[config.mk]
export PLATFORM = sky130hd
export DESIGN_NAME = washer_step_sequencer_unit
export DESIGN_NICKNAME = d
export VERILOG_FILES = /design/src/wss_pkg.sv /design/src/wss_cfg_regs.sv /design/src/wss_step_core.sv /design/src/washer_step_sequencer_unit.sv
export SDC_FILE = /design/constraint.sdc
export NUM_CORES = 1
export LEC_CHECK = 0
export ABC_CLOCK_PERIOD_IN_PS = 16700
export BUFFER_PORTS_ARGS = -buffer_cell sky130_fd_sc_hd__clkbuf_2
export CORE_MARGIN = 2
export CORE_UTILIZATION = 43
export CTS_CLUSTER_DIAMETER = 80
export DETAILED_ROUTE_END_ITERATION = 6
export PLACE_DENSITY = 0.71
export SLEW_MARGIN = 20
export SYNTH_ARGS = -nofsm -noshare
export SYNTH_HDL_FRONTEND = slang
export SYNTH_HIERARCHICAL = 1
export SYNTH_SLANG_ARGS = --single-unit
[constraint.sdc]
create_clock -name clock -period 16.7 [get_ports clock]
set_input_delay 0.835 -clock clock [delete_from_list [all_inputs] [get_ports clock]]
set_output_delay 0.835 -clock clock [all_outputs]
set_load 0.05 [all_outputs]
[src/wss_pkg.sv]
// types, constants and step functions shared by the washer step sequencer
package wss_pkg;

   // register indexes on the csr port
   localparam logic [1:0] CSR_WASH_PASSES = 2'd0;
   localparam logic [1:0] CSR_LEFT_DUTY   = 2'd1;
   localparam logic [1:0] CSR_RIGHT_DUTY  = 2'd2;

   localparam int CSR_INDEX_W = 2;
   localparam int CSR_DATA_W  = 7;
   localparam int REQ_DATA_W  = 8;
   localparam int RSP_DATA_W  = 32;

   localparam logic [6:0] WASH_PASSES_RST = 7'd3;
   localparam logic [6:0] LEFT_DUTY_RST   = 7'd80;
   localparam logic [6:0] RIGHT_DUTY_RST  = 7'd20;

   // main step bit positions
   localparam int MS_IDLE  = 0;
   localparam int MS_FILL  = 1;
   localparam int MS_HEAT  = 2;
   localparam int MS_WASH  = 3;
   localparam int MS_DRAIN = 4;
   localparam int MAIN_STEPS = 5;

   // wash step bit positions
   localparam int WS_IDLE   = 0;
   localparam int WS_LEFT   = 1;
   localparam int WS_PAUSE1 = 2;
   localparam int WS_RIGHT  = 3;
   localparam int WS_PAUSE2 = 4;
   localparam int WS_CHECK  = 5;
   localparam int WS_SPIN   = 6;
   localparam int WS_DONE   = 7;
   localparam int WASH_STEPS = 8;

   localparam int SETTLE_ROUNDS = 8;

   localparam logic [1:0] PERIOD_NONE   = 2'd0;
   localparam logic [1:0] PERIOD_SHORT  = 2'd1;
   localparam logic [1:0] PERIOD_MEDIUM = 2'd2;
   localparam logic [1:0] PERIOD_LONG   = 2'd3;

   localparam logic [9:0] SPIN_COMPARE = 10'd499;
   localparam logic [9:0] COMPARE_MAX  = 10'd999;

   typedef struct packed {
      logic [6:0] wash_passes;
      logic [6:0] left_duty;
      logic [6:0] right_duty;
   } cfg_type;

   typedef struct packed {
      logic start_pressed;
      logic stop_pressed;
      logic tank_full;
      logic water_hot;
      logic tank_empty;
      logic period_tick;
   } req_type;

   typedef struct packed {
      logic [3:0] wash_step;
      logic [2:0] main_step;
      logic       wash_finished;
      logic [1:0] period_code;
      logic       spin_fast;
      logic       motor_running;
      logic [9:0] motor_compare;
      logic       pump_on;
      logic       heater_on;
      logic       fill_valve;
      logic       door_lock;
   } rsp_type;

   typedef struct packed {
      logic [WASH_STEPS-1:0] wash;
      logic [7:0]            pass_count;
      logic                  passes_done;
      logic                  done_latch;
   } wash_state_type;

   function automatic logic [MAIN_STEPS-1:0] main_round(
      input logic [MAIN_STEPS-1:0] m,
      input logic start, input logic stop, input logic full,
      input logic hot, input logic empty, input logic latch);
      logic [MAIN_STEPS-1:0] set;
      logic [MAIN_STEPS-1:0] clr;
      set = '0;
      clr = '0;
      if (m == '0 || (m[MS_DRAIN] && empty)) set[MS_IDLE] = 1'b1;
      if (m[MS_IDLE] && start) begin
         set[MS_FILL] = 1'b1;
         clr[MS_IDLE] = 1'b1;
      end
      if (m[MS_FILL] && full) begin
         set[MS_HEAT] = 1'b1;
         clr[MS_FILL] = 1'b1;
      end
      if (m[MS_HEAT] && hot) begin
         set[MS_WASH] = 1'b1;
         clr[MS_HEAT] = 1'b1;
      end
      if (m[MS_WASH] && (stop || latch)) begin
         set[MS_DRAIN] = 1'b1;
         clr[MS_WASH]  = 1'b1;
      end
      if (m[MS_DRAIN] && empty) clr[MS_DRAIN] = 1'b1;
      return set | (m & ~clr);
   endfunction

   function automatic wash_state_type wash_round(
      input wash_state_type s, input logic men, input logic t,
      input logic stop, input logic empty, input logic [6:0] wp);
      logic [WASH_STEPS-1:0] w;
      logic [WASH_STEPS-1:0] set;
      logic [WASH_STEPS-1:0] clr;
      wash_state_type        n;
      w   = s.wash;
      set = '0;
      clr = '0;
      n   = s;
      if (w == '0) set[WS_IDLE] = 1'b1;
      if ((w[WS_IDLE] && men) || (w[WS_CHECK] && !s.passes_done)) set[WS_LEFT] = 1'b1;
      if (w[WS_IDLE] && men) clr[WS_IDLE] = 1'b1;
      for (int k = WS_LEFT; k <= WS_PAUSE2; k++) begin
         if (w[k] && t) set[k+1] = 1'b1;
      end
      if (w[WS_CHECK] && t && s.passes_done) set[WS_SPIN] = 1'b1;
      if (w[WS_SPIN] && t) set[WS_DONE] = 1'b1;
      for (int k = WS_LEFT; k <= WS_SPIN; k++) begin
         if (k != WS_CHECK && w[k] && (t || stop)) clr[k] = 1'b1;
      end
      if (w[WS_CHECK] && ((t && s.passes_done) || stop || !s.passes_done))
         clr[WS_CHECK] = 1'b1;
      if (w[WS_DONE] && (empty || stop)) clr[WS_DONE] = 1'b1;
      n.wash = set | (w & ~clr);
      // pass count moves on entry to the right turn
      if (set[WS_RIGHT] && (n.pass_count <= {1'b0, wp})) begin
         n.pass_count  = n.pass_count + 8'd1;
         n.passes_done = 1'b0;
      end
      if (n.pass_count > {1'b0, wp}) begin
         n.pass_count  = 8'd1;
         n.passes_done = 1'b1;
      end
      if (n.wash[WS_DONE]) n.done_latch = 1'b1;
      return n;
   endfunction

   function automatic logic [9:0] compare_of(input logic [6:0] duty);
      logic [10:0] v;
      logic [10:0] m1;
      v  = {1'b0, duty, 3'b000} + {3'b000, duty, 1'b0};
      m1 = v - 11'd1;
      if (v == '0) return '0;
      if (m1 > {1'b0, COMPARE_MAX}) return COMPARE_MAX;
      return m1[9:0];
   endfunction

   function automatic logic [2:0] lowest_main(input logic [MAIN_STEPS-1:0] v);
      logic [2:0] idx;
      idx = 3'(MAIN_STEPS);
      for (int k = MAIN_STEPS - 1; k >= 0; k--) begin
         if (v[k]) idx = 3'(k);
      end
      return idx;
   endfunction

   function automatic logic [3:0] lowest_wash(input logic [WASH_STEPS-1:0] v);
      logic [3:0] idx;
      idx = 4'(WASH_STEPS);
      for (int k = WASH_STEPS - 1; k >= 0; k--) begin
         if (v[k]) idx = 4'(k);
      end
      return idx;
   endfunction

endpackage

[src/wss_cfg_regs.sv]
// configuration registers of the washer step sequencer
module wss_cfg_regs (
   input  logic                                clock,
   input  logic                                reset,
   input  logic                                csr_wr_en,
   input  logic [wss_pkg::CSR_INDEX_W-1:0]     csr_index,
   input  logic [wss_pkg::CSR_DATA_W-1:0]      csr_wdata,
   output wss_pkg::cfg_type                    cfg
);

   wss_pkg::cfg_type cfg_ff;
   wss_pkg::cfg_type cfg_in;

   always_comb begin
      cfg_in = cfg_ff;
      if (csr_wr_en) begin
         unique case (csr_index)
            wss_pkg::CSR_WASH_PASSES: cfg_in.wash_passes = csr_wdata;
            wss_pkg::CSR_LEFT_DUTY:   cfg_in.left_duty   = csr_wdata;
            wss_pkg::CSR_RIGHT_DUTY:  cfg_in.right_duty  = csr_wdata;
            default: ;
         endcase
      end
   end

   always_ff @(posedge clock) begin
      if (reset) begin
         cfg_ff.wash_passes <= wss_pkg::WASH_PASSES_RST;
         cfg_ff.left_duty   <= wss_pkg::LEFT_DUTY_RST;
         cfg_ff.right_duty  <= wss_pkg::RIGHT_DUTY_RST;
      end else begin
         cfg_ff <= cfg_in;
      end
   end

   assign cfg = cfg_ff;

endmodule

[src/wss_step_core.sv]
// step state and settling logic: main machine, wash rounds, result decode
module wss_step_core (
   input  logic             clock,
   input  logic             reset,
   input  logic             step_en,
   input  wss_pkg::req_type req,
   input  wss_pkg::cfg_type cfg,
   output wss_pkg::rsp_type rsp
);

   logic [wss_pkg::MAIN_STEPS-1:0] main_ff;
   logic [wss_pkg::MAIN_STEPS-1:0] main_in;
   wss_pkg::wash_state_type        wash_ff;
   wss_pkg::wash_state_type        wash_in;

   wss_pkg::wash_state_type        cur;
   wss_pkg::wash_state_type        nxt;
   logic                           running;
   logic                           latch0;
   logic [9:0]                     cmp;
   logic [1:0]                     code;

   always_comb begin
      cur     = wash_ff;
      running = 1'b1;
      nxt     = wash_ff;
      // stop clears the wash steps, drain clears the done flag, before stepping
      if (req.stop_pressed) cur.wash = '0;
      latch0 = req.tank_empty ? 1'b0 : wash_ff.done_latch;
      cur.done_latch = latch0;
      main_in = wss_pkg::main_round(main_ff, req.start_pressed, req.stop_pressed,
                                    req.tank_full, req.water_hot, req.tank_empty,
                                    latch0);
      // settle zero-duration wash transitions, tick only in the first round
      for (int r = 0; r < wss_pkg::SETTLE_ROUNDS; r++) begin
         if (running) begin
            nxt = wss_pkg::wash_round(cur, main_in[wss_pkg::MS_WASH],
                                      (r == 0) ? req.period_tick : 1'b0,
                                      req.stop_pressed, req.tank_empty,
                                      cfg.wash_passes);
            if (nxt.wash == cur.wash && nxt.passes_done == cur.passes_done)
               running = 1'b0;
            cur = nxt;
         end
      end
      wash_in = cur;
   end

   always_comb begin
      if (wash_in.wash[wss_pkg::WS_RIGHT])
         cmp = wss_pkg::compare_of(cfg.right_duty);
      else if (wash_in.wash[wss_pkg::WS_SPIN])
         cmp = wss_pkg::SPIN_COMPARE;
      else if (wash_in.wash[wss_pkg::WS_LEFT])
         cmp = wss_pkg::compare_of(cfg.left_duty);
      else
         cmp = '0;

      if (wash_in.wash[wss_pkg::WS_PAUSE1] || wash_in.wash[wss_pkg::WS_PAUSE2] ||
          (wash_in.wash[wss_pkg::WS_CHECK] && wash_in.passes_done))
         code = wss_pkg::PERIOD_SHORT;
      else if (wash_in.wash[wss_pkg::WS_LEFT] || wash_in.wash[wss_pkg::WS_RIGHT])
         code = wss_pkg::PERIOD_MEDIUM;
      else if (wash_in.wash[wss_pkg::WS_SPIN])
         code = wss_pkg::PERIOD_LONG;
      else
         code = wss_pkg::PERIOD_NONE;

      rsp.door_lock     = |main_in[wss_pkg::MS_DRAIN:wss_pkg::MS_FILL];
      rsp.fill_valve    = main_in[wss_pkg::MS_FILL];
      rsp.heater_on     = main_in[wss_pkg::MS_HEAT];
      rsp.pump_on       = main_in[wss_pkg::MS_DRAIN];
      rsp.motor_compare = cmp;
      rsp.motor_running = |wash_in.wash[wss_pkg::WS_SPIN:wss_pkg::WS_LEFT];
      rsp.spin_fast     = (code == wss_pkg::PERIOD_LONG);
      rsp.period_code   = code;
      rsp.wash_finished = wash_in.done_latch;
      rsp.main_step     = wss_pkg::lowest_main(main_in);
      rsp.wash_step     = wss_pkg::lowest_wash(wash_in.wash);
   end

   always_ff @(posedge clock) begin
      if (reset) begin
         main_ff             <= '0;
         wash_ff.wash        <= '0;
         wash_ff.pass_count  <= 8'd1;
         wash_ff.passes_done <= 1'b0;
         wash_ff.done_latch  <= 1'b0;
      end else if (step_en) begin
         main_ff <= main_in;
         wash_ff <= wash_in;
      end
   end

endmodule

[src/washer_step_sequencer_unit.sv]
// top level of the washer step sequencer: input register, step core, result register
// a beat waits in the input register, and its result is registered in the result register as it moves on
// throughput: one beat per cycle while results are taken, the input register refills while its beat moves on
// the step core settles up to eight wash rounds between the two registers
// reset (synchronous, active high): all steps inactive, pass count one, flags clear,
// wash_passes 3, left_duty 80, right_duty 20, both pipeline registers empty
module washer_step_sequencer_unit (
   input  logic                                clock,
   input  logic                                reset,
   // request stream
   input  logic                                req_tvalid,
   output logic                                req_tready,
   // start_pressed, stop_pressed, tank_full, water_hot, tank_empty, period_tick, 2'b0
   input  logic [wss_pkg::REQ_DATA_W-1:0]      req_tdata,
   // result stream
   output logic                                rsp_tvalid,
   input  logic                                rsp_tready,
   // door_lock, fill_valve, heater_on, pump_on, motor_compare[9:0], motor_running,
   // spin_fast, period_code[1:0], wash_finished, main_step[2:0], wash_step[3:0], 6'b0
   output logic [wss_pkg::RSP_DATA_W-1:0]      rsp_tdata,
   // configuration writes
   input  logic                                csr_wr_en,
   input  logic [wss_pkg::CSR_INDEX_W-1:0]     csr_index,
   input  logic [wss_pkg::CSR_DATA_W-1:0]      csr_wdata
);

   wss_pkg::cfg_type cfg;
   wss_pkg::req_type req_ff;
   wss_pkg::req_type req_in;
   logic             req_valid_ff;
   logic             req_valid_in;
   wss_pkg::rsp_type rsp_ff;
   wss_pkg::rsp_type rsp_in;
   logic             rsp_valid_ff;
   logic             rsp_valid_in;
   logic             advance;
   logic             req_take;

   wss_cfg_regs u_cfg (
      .clock     (clock),
      .reset     (reset),
      .csr_wr_en (csr_wr_en),
      .csr_index (csr_index),
      .csr_wdata (csr_wdata),
      .cfg       (cfg)
   );

   // the held beat moves into the result register when that slot is free or draining
   assign advance    = req_valid_ff && (!rsp_valid_ff || rsp_tready);
   // input register takes a new beat when empty or emptying this cycle
   assign req_tready = !req_valid_ff || advance;
   assign req_take   = req_tvalid && req_tready;

   // unpack the request beat, first field in bit 0
   always_comb begin
      req_in.start_pressed = req_tdata[0];
      req_in.stop_pressed  = req_tdata[1];
      req_in.tank_full     = req_tdata[2];
      req_in.water_hot     = req_tdata[3];
      req_in.tank_empty    = req_tdata[4];
      req_in.period_tick   = req_tdata[5];
   end

   always_comb begin
      req_valid_in = req_valid_ff;
      if (req_take)     req_valid_in = 1'b1;
      else if (advance) req_valid_in = 1'b0;

      rsp_valid_in = rsp_valid_ff;
      if (advance)         rsp_valid_in = 1'b1;
      else if (rsp_tready) rsp_valid_in = 1'b0;
   end

   // state advances exactly once per beat, when it leaves the input register
   wss_step_core u_core (
      .clock   (clock),
      .reset   (reset),
      .step_en (advance),
      .req     (req_ff),
      .cfg     (cfg),
      .rsp     (rsp_in)
   );

   always_ff @(posedge clock) begin
      if (reset) begin
         req_valid_ff <= 1'b0;
         rsp_valid_ff <= 1'b0;
      end else begin
         req_valid_ff <= req_valid_in;
         rsp_valid_ff <= rsp_valid_in;
      end
   end

   // payload registers, no reset needed
   always_ff @(posedge clock) begin
      if (req_take) req_ff <= req_in;
      if (advance)  rsp_ff <= rsp_in;
   end

   assign rsp_tvalid = rsp_valid_ff;
   assign rsp_tdata  = {6'b000000,
                        rsp_ff.wash_step,
                        rsp_ff.main_step,
                        rsp_ff.wash_finished,
                        rsp_ff.period_code,
                        rsp_ff.spin_fast,
                        rsp_ff.motor_running,
                        rsp_ff.motor_compare,
                        rsp_ff.pump_on,
                        rsp_ff.heater_on,
                        rsp_ff.fill_valve,
                        rsp_ff.door_lock};

endmodule

==> results by group, run 1 <==
Placement
  • Hpwl dp: 11200 um
  • Pre-CTS WS: 1.36 ns
  • Gp weighted congestion: 0.851
  • Port Buffer Count: 47

Worst setup path
  • Reg2Reg Depth: 82
  • Crit path kind: reg2reg
  • CP endpoint kind: flip-flop
  • Slowest cell on crit path: a221oi_1
  • Critical path required time: 16.94 ns
  • Arr. time, crit path: 15.50 ns
  • Critical path endpoint: u_core/wash_ff[2]$_SDFFE_PP1P_
  • Worst-path fanout max: 15
  • R2r endpoint: u_core/wash_ff[2]$_SDFFE_PP1P_
  • Critical path launch point type: flip-flop
  • Crit-path max cell delay: 0.43 ns
  • R2r startpoint: u_cfg/cfg[19]$_SDFFE_PP0P_
  • Setup slack, reg-to-reg: 1.43 ns
  • CP Launch Point: u_cfg/cfg[19]$_SDFFE_PP0P_

Finish
  • Area growth syn-to-layout: 11.0%
  • Filler cells: 1428
  • Ratio of cells with drive above 1 in the final layout: 0.136
  • Nets: 926
  • Ant. Diodes: 0

Synth
  • Main area contributors after synthesis: ha_1, edfxtp_1, dfxtp_1
  • Cell type with the largest total area after synthesis: ha_1
  • Most used DFF post-synth: dfxtp_1
  • EDFF count, synth: 32
  • Async S/R FF share, synth: 0
  • Sequential area share after synthesis: 0.283
  • Mean Syn Cell Area: 8.58 um^2
  • Synthesized cell area: 6650 um^2
  • Synth Warn #: 6
  • #FFs+latches synth: 78
  • Synth unique cells: 88
  • Synth Instances: 775
  • Yosys top cell area share: 0.147

Power
  • Sw Ratio: 0.301
  • P_leak: 3.26 nW
  • Max IR drop VDD: 0.0533 mV
  • Internal Power: 0.000364 W
  • Net switching power: 0.000157 W
  • Sequential Power Share: 0.416
  • Power Dens Cells: 70.6 nW/um^2
  • Clock power frac: 0.373
  • Tot Pwr: 0.000520 W
  • Comb power frac: 0.212

Detailed routing
  • Detailed-route via count: 5821
  • Remaining DRCs: 0
  • DR WL/cell: 15.3 um
  • Routed WL: 15600 um
  • DR pass1 iterations: 5
  • Drt via density: 5.72
  • Initial DRC Count: 361
  • Post-route ant nets: 0

Global route
  • Vias in the first global route: 5260
  • Global route overflow: 0
  • First-pass GRT wire length: 25400 um
  • Largest net degree at the start of global routing: 59
  • Tot GR Track Use: 0.190
  • Initial antenna violation count: 0

Clocking
  • H-tree depth: 3
  • Num CTS Buffers: 9
  • Sink Count: 78
  • Clock Tree Buf Depth: 2
  • CTS tree: built
  • Root Driver: clkbuf_16
  • CTS Hold Bufs: 0
  • Worst-path clk slew: 0.06 ns
  • Clk Latency, worst-skew pair: 0.34 ns

STA
  • Clock skew: 0.00812 ns
  • Final setup fails: 0
  • Max Freq: 65.5 MHz
  • Worst-margin pin slew: 0.966 ns
  • Final Hold Fails: 0
  • RSZ-0062 raised after global routing: no
  • Fin Setup TNS: 0 ns
  • Worst slew margin: 0.351
  • Pins Over Slew Limit: 0
  • Period utilisation layout: 0.914
  • Min Tclk post-route: 15.27 ns
  • PnR worst setup slack: 1.43 ns

Die
  • DIE AREA: 16500 um^2
  • Core Rows: 45
  • Die H: 128 um
  • Core ar.: 15100 um^2
  • IO Pins: 56
  • Initial core utilization: 0.439
  • Die width: 128 um

Worst hold path
  • Min-delay src: u_cfg/cfg[17]$_SDFFE_PP0P_
  • Hold depth: 2
  • Worst Hold Class: reg2reg

Job
  • Max-cap violations: 0

Outcome
  • Outcome: complete, no violations
==> logic make-up after synthesis <==
kind of cell	after synthesis	synth area share
flops	78	0.283
simple gates	309	0.238
xor+xnor	30	0.0395
mux	35	0.0531
compound gates	173	0.183
buf+inv	68	0.0493
other cells	2	0.00113
fa+ha+maj	80	0.153
==> sequential cells by signal, summed over array words and instances (netlist names) <==
| signal | cells |
|---|---|
| u_core/wash_ff | 18 |
| rsp_tvalid | 1 |
| u_cfg/cfg | 21 |
| req_ff | 6 |
| req_valid_ff | 1 |
| rsp_tdata | 26 |
| u_core/main_ff | 5 |
==> layer usage <==
layer	wire length [um]	global-route usage
met3	969	0.0388
met4	145	0.0440
met5	0	0
met2	7270	0.308
met1	7190	0.261
==> layout make-up <==
type | instances | area (um^2) | share of cell area
Clock inverter | 6 | 62.6 | 0.00848
Timing Repair Buffer | 66 | 378 | 0.0512
Multi-Input combinational cell | 634 | 4460 | 0.604
Tap cell | 188 | 235 | 0.0319
Inverter | 35 | 131 | 0.0178
Clock buffer | 10 | 229 | 0.0310
Sequential cell | 78 | 1880 | 0.255
==> synth_stat cells, drive strengths merged (5+ instances only) <==
library cell / instances
a211oi: 13
o21a: 10
xnor2: 21
nor4: 7
edfxtp: 32
and2: 5
nand3: 13
o21ai: 26
o22ai: 12
dfxtp: 46
clkbuf: 7
o31ai: 5
a21o: 11
nor2b: 17
nand3b: 5
buf: 26
nand2: 42
a21oi: 42
ha: 78
a31oi: 10
o211ai: 6
nor3: 15
nand4: 11
nand2b: 39
inv: 34
xor2: 9
nor2: 128
mux2i: 33
==> how the worst min path moves through the flow <==
stage,endpoint,slack (ns)
6_report,u_cfg/cfg[17]$_SDFFE_PP0P_,0.48
5_1_grt,u_cfg/cfg[19]$_SDFFE_PP0P_,0.50
4_1_cts,u_cfg/cfg[17]$_SDFFE_PP0P_,0.48
3_5_place_dp,u_cfg/cfg[17]$_SDFFE_PP0P_,0.47
3_3_place_gp,u_cfg/cfg[18]$_SDFFE_PP0P_,0.46
2_1_floorplan,u_cfg/cfg[18]$_SDFFE_PP0P_,0.45
==> power by group through the flow <==
stage	Combinational, W	Sequential [W]	Clock, W
detailed placement	0.000109	0.000220	0
floorplan	0.0000734	0.000233	0
global placement	0.000107	0.000220	0
CTS	0.000109	0.000216	0.000198
global route	0.000121	0.000217	0.000205
finish	0.000110	0.000216	0.000194
==> critical path: cells and delay by family (launching register included) <==
family          cells  cell delay [ns]
simple gates       26             3.70
xor+xnor            1             0.12
buf+inv             6             0.89
fa+ha+maj           9             2.42
compound gates     40             7.69
flops               1             0.32
==> metrics by stage <==
stage | hold WS [ns] | area, um^2 | utilization | std cells
2_1_floorplan | 0.449 | 6670 | - | 780
3_3_place_gp | 0.459 | 7080 | 0.468 | 1001
3_5_place_dp | 0.468 | 7080 | 0.468 | 1001
4_1_cts | 0.478 | 7370 | 0.487 | 1017
5_1_grt | 0.502 | 7380 | 0.487 | 1017
6_report | 0.475 | 7380 | 0.487 | 1017
==> layout by cell type, fill, tap and decap left out, types with 4 or more instances in the layout <==
| cell type | n |
|---|---|
| nor2_1 | 127 |
| ha_1 | 78 |
| clkbuf_2 | 47 |
| dfxtp_1 | 46 |
| nand2_1 | 42 |
| a21oi_1 | 41 |
| nand2b_1 | 38 |
| inv_1 | 33 |
| mux2i_1 | 33 |
| edfxtp_1 | 32 |
| o21ai_0 | 24 |
| xnor2_1 | 21 |
| buf_4 | 19 |
| nor2b_1 | 17 |
| nor3_1 | 14 |
| nand3_1 | 13 |
| o22ai_1 | 12 |
| nand4_1 | 11 |
| a21o_1 | 11 |
| a211oi_1 | 11 |
| o21a_1 | 10 |
| a31oi_1 | 10 |
| clkbuf_16 | 9 |
| xor2_1 | 9 |
| conb_1 | 7 |
| o211ai_1 | 6 |
| a22oi_1 | 4 |
| or2_2 | 4 |
| nor4_1 | 4 |
| o32ai_1 | 4 |
| and3_1 | 4 |
| o31ai_1 | 4 |
==> timing repair <==
item	in CTS	in global routing
endpoints found under the setup margin	0	7
endpoints found under the hold margin	0	0
gates resized for setup	0	2
buffers inserted	0	0
No activity file was read; power rests on OpenSTA's default activity.
==> inputs of run 2 (changes only) <==
--- a/config.mk
+++ b/config.mk
@@ -9,6 +9,7 @@
 export BUFFER_PORTS_ARGS = -buffer_cell sky130_fd_sc_hd__clkbuf_2
 export CORE_MARGIN = 2
 export CORE_UTILIZATION = 43
+export CTS_BUF_LIST = sky130_fd_sc_hd__clkbuf_8
 export CTS_CLUSTER_DIAMETER = 80
 export DETAILED_ROUTE_END_ITERATION = 6
 export PLACE_DENSITY = 0.71
==> run 2 against run 1 <==
Net effect:
- core utilization shrank 0.67 points
- setup slack worse by 0.028 ns
- register-to-register slack got worse by 0.03 ns
- clock power down 28%
- cell count did not move
- sequential cell count stayed put
- die area is the same
- first-iteration DRC count is 1.1% higher
- clock skew rose by 0.0044 ns
- largest cell class unchanged
- largest power group unchanged
==> results by group, run 2 (synthesized netlist as in run 1, its figures left out) <==
Outcome
  • Outcome: complete, no violations

Finish
  • Commonest non-fill, non-tap cell in the layout: nor2_1
  • Max reg flops: 26 (unchanged)
  • Filler cells: 1443 (+1.1%)
  • Ant. Diodes: 0 (unchanged)
  • Area growth syn-to-layout: 9.45%
  • Cell Count, Final, Fillers Out: 1017 (unchanged)
  • Nets: 926 (unchanged)
  • Most frequent cells in the layout: nor2_1, ha_1, clkbuf_2, dfxtp_1, nand2_1
  • Ratio of cells with drive above 1 in the final layout: 0.136 (unchanged)

Clocking
  • Num CTS Buffers: 9 (unchanged)
  • Worst-path clk slew: 0.09 ns (+0.03 ns)
  • CTS Hold Bufs: 0 (unchanged)
  • Clock Tree Buf Depth: 2 (unchanged)
  • H-tree depth: 3 (unchanged)
  • Root Driver: clkbuf_8
  • CTS tree: built
  • Clk Latency, worst-skew pair: 0.35 ns (about the same)
  • Setup bufs post-CTS: 0 (unchanged)
  • Sink Count: 78 (unchanged)

Die
  • Initial core utilization: 0.439 (unchanged)
  • Core ar.: 15100 um^2 (unchanged)
  • Core Rows: 45 (unchanged)
  • IO Pins: 56 (unchanged)
  • Die H: 128 um (unchanged)
  • DIE AREA: 16500 um^2 (unchanged)
  • Die width: 128 um (unchanged)

Detailed routing
  • Post-route ant nets: 0 (unchanged)
  • Detailed-route via count: 5772 (-0.84%)
  • DR pass1 iterations: 7 (+2)
  • Initial DRC Count: 365 (+1.1%)
  • Remaining DRCs: 0 (unchanged)
  • Drt via density: 5.68 (-0.84%)
  • DR WL/cell: 15.2 um (-0.76%)
  • Routed WL: 15500 um (-0.76%)

Worst setup path
  • Critical path required time: 16.96 ns (+0.02 ns)
  • Arr. time, crit path: 15.55 ns (+0.05 ns)
  • Crit-path max cell delay: 0.43 ns (about the same)
  • CP endpoint kind: flip-flop
  • Critical path launch point type: flip-flop
  • Slowest cell on crit path: a221oi_1
  • Worst-path fanout max: 15 (unchanged)
  • Crit path kind: reg2reg

Placement
  • Port Buffer Count: 47 (unchanged)
  • Gp weighted congestion: 0.851 (unchanged)
  • Placed cell count: 1001 (unchanged)
  • Hpwl dp: 11200 um (unchanged)

STA
  • Min Tclk post-route: 15.30 ns (+0.0278 ns)
  • Fin Setup TNS: 0 ns (unchanged)
  • Final Hold Fails: 0 (unchanged)
  • Worst-margin pin slew: 1.02 ns (+0.0511 ns)
  • Worst slew margin: 0.316 (-0.0343)
  • Max Freq: 65.4 MHz (-0.18%)
  • RSZ-0062 raised after global routing: no
  • Period utilisation layout: 0.916 (+0.00167)
  • Clock skew: 0.0125 ns (+0.00436 ns)
  • Pins Over Slew Limit: 0 (unchanged)
  • Final setup fails: 0 (unchanged)

Global route
  • Tot GR Track Use: 0.188 (-0.00194)
  • Global route overflow: 0 (unchanged)
  • Initial antenna violation count: 0 (unchanged)
  • First-pass GRT wire length: 25300 um (-0.38%)
  • Largest net degree at the start of global routing: 59 (unchanged)
  • Vias in the first global route: 5284 (+0.46%)

Power
  • Max IR drop VDD: 0.0515 mV (-3.4%)
  • P_leak: 3.21 nW (-1.3%)
  • Power Dens Cells: 64.0 nW/um^2 (-9.2%)

Job
  • Max-cap violations: 0 (unchanged)

Worst hold path
  • Worst Hold Class: reg2reg
run 2: metal layers:
layer / vias to the layer above / share of wire / GRT usage
li1: 2884 / - / -
met4: 0 / 0.0092 / 0.0420
met5: - / 0 / 0
met2: 151 / 0.47 / 0.309
met1: 2723 / 0.47 / 0.258
met3: 14 / 0.055 / 0.0338
run 2: worst max-delay path, delay by kind of cell (launching register included):
kind / cells / cell delay (ns)
simple gates: 26 / 3.70
buf+inv: 6 / 0.89
fa+ha+maj: 9 / 2.43
compound gates: 40 / 7.71
flops: 1 / 0.33
xor+xnor: 1 / 0.12
run 2: path summary, 6_finish.rpt:
path,cells past startpoint,endpoint,slack [ns],from
worst max-delay path,82,u_core/wash_ff[2]$_SDFFE_PP1P_,1.40,u_cfg/cfg[19]$_SDFFE_PP0P_
worst min-delay path,2,u_cfg/cfg[17]$_SDFFE_PP0P_,0.48,u_cfg/cfg[17]$_SDFFE_PP0P_
worst max register to register,82,u_core/wash_ff[2]$_SDFFE_PP1P_,1.40,u_cfg/cfg[19]$_SDFFE_PP0P_
worst min register to register,2,u_cfg/cfg[17]$_SDFFE_PP0P_,0.48,u_cfg/cfg[17]$_SDFFE_PP0P_
run 2: power by group:
group | internal [W] | switching [W] | leakage [nW]
sequential | 0.000209 | 0.00000748 | 0.680
clock | 0.0000683 | 0.0000715 | 0.104
combinational | 0.0000395 | 0.0000706 | 2.43
total | 0.000316 | 0.000150 | 3.21
run 2: through the flow:
stage | utilization | setup WS [ns] | total power (W) | instance area, um^2 | hold WS [ns]
after floorplan | - | 3.08 | 0.000306 | 6670 | 0.449
after global placement | 0.468 | 1.53 | 0.000327 | 7080 | 0.459
after detailed placement | 0.468 | 1.36 | 0.000329 | 7080 | 0.468
after CTS | 0.480 | 1.28 | 0.000470 | 7270 | 0.481
after global routing | 0.480 | 0.0133 | 0.000488 | 7270 | 0.505
final | 0.480 | 1.40 | 0.000466 | 7270 | 0.478
run 2: what timing repair did:
| item | CTS | global route |
|---|---|---|
| resized for setup | 0 | 2 |
| endpoints found under the hold margin | 0 | 0 |
| endpoints found under the setup margin | 0 | 7 |
run 2: cell type report:
class | count | area [um^2] | share of cell area
timing repair buffer | 66 | 378 | 0.0519
clock inverter | 7 | 66.3 | 0.00912
multi-input combinational | 634 | 4460 | 0.613
clock buffer | 9 | 124 | 0.0170
inverter | 35 | 131 | 0.0181
sequential | 78 | 1880 | 0.259
tap | 188 | 235 | 0.0323
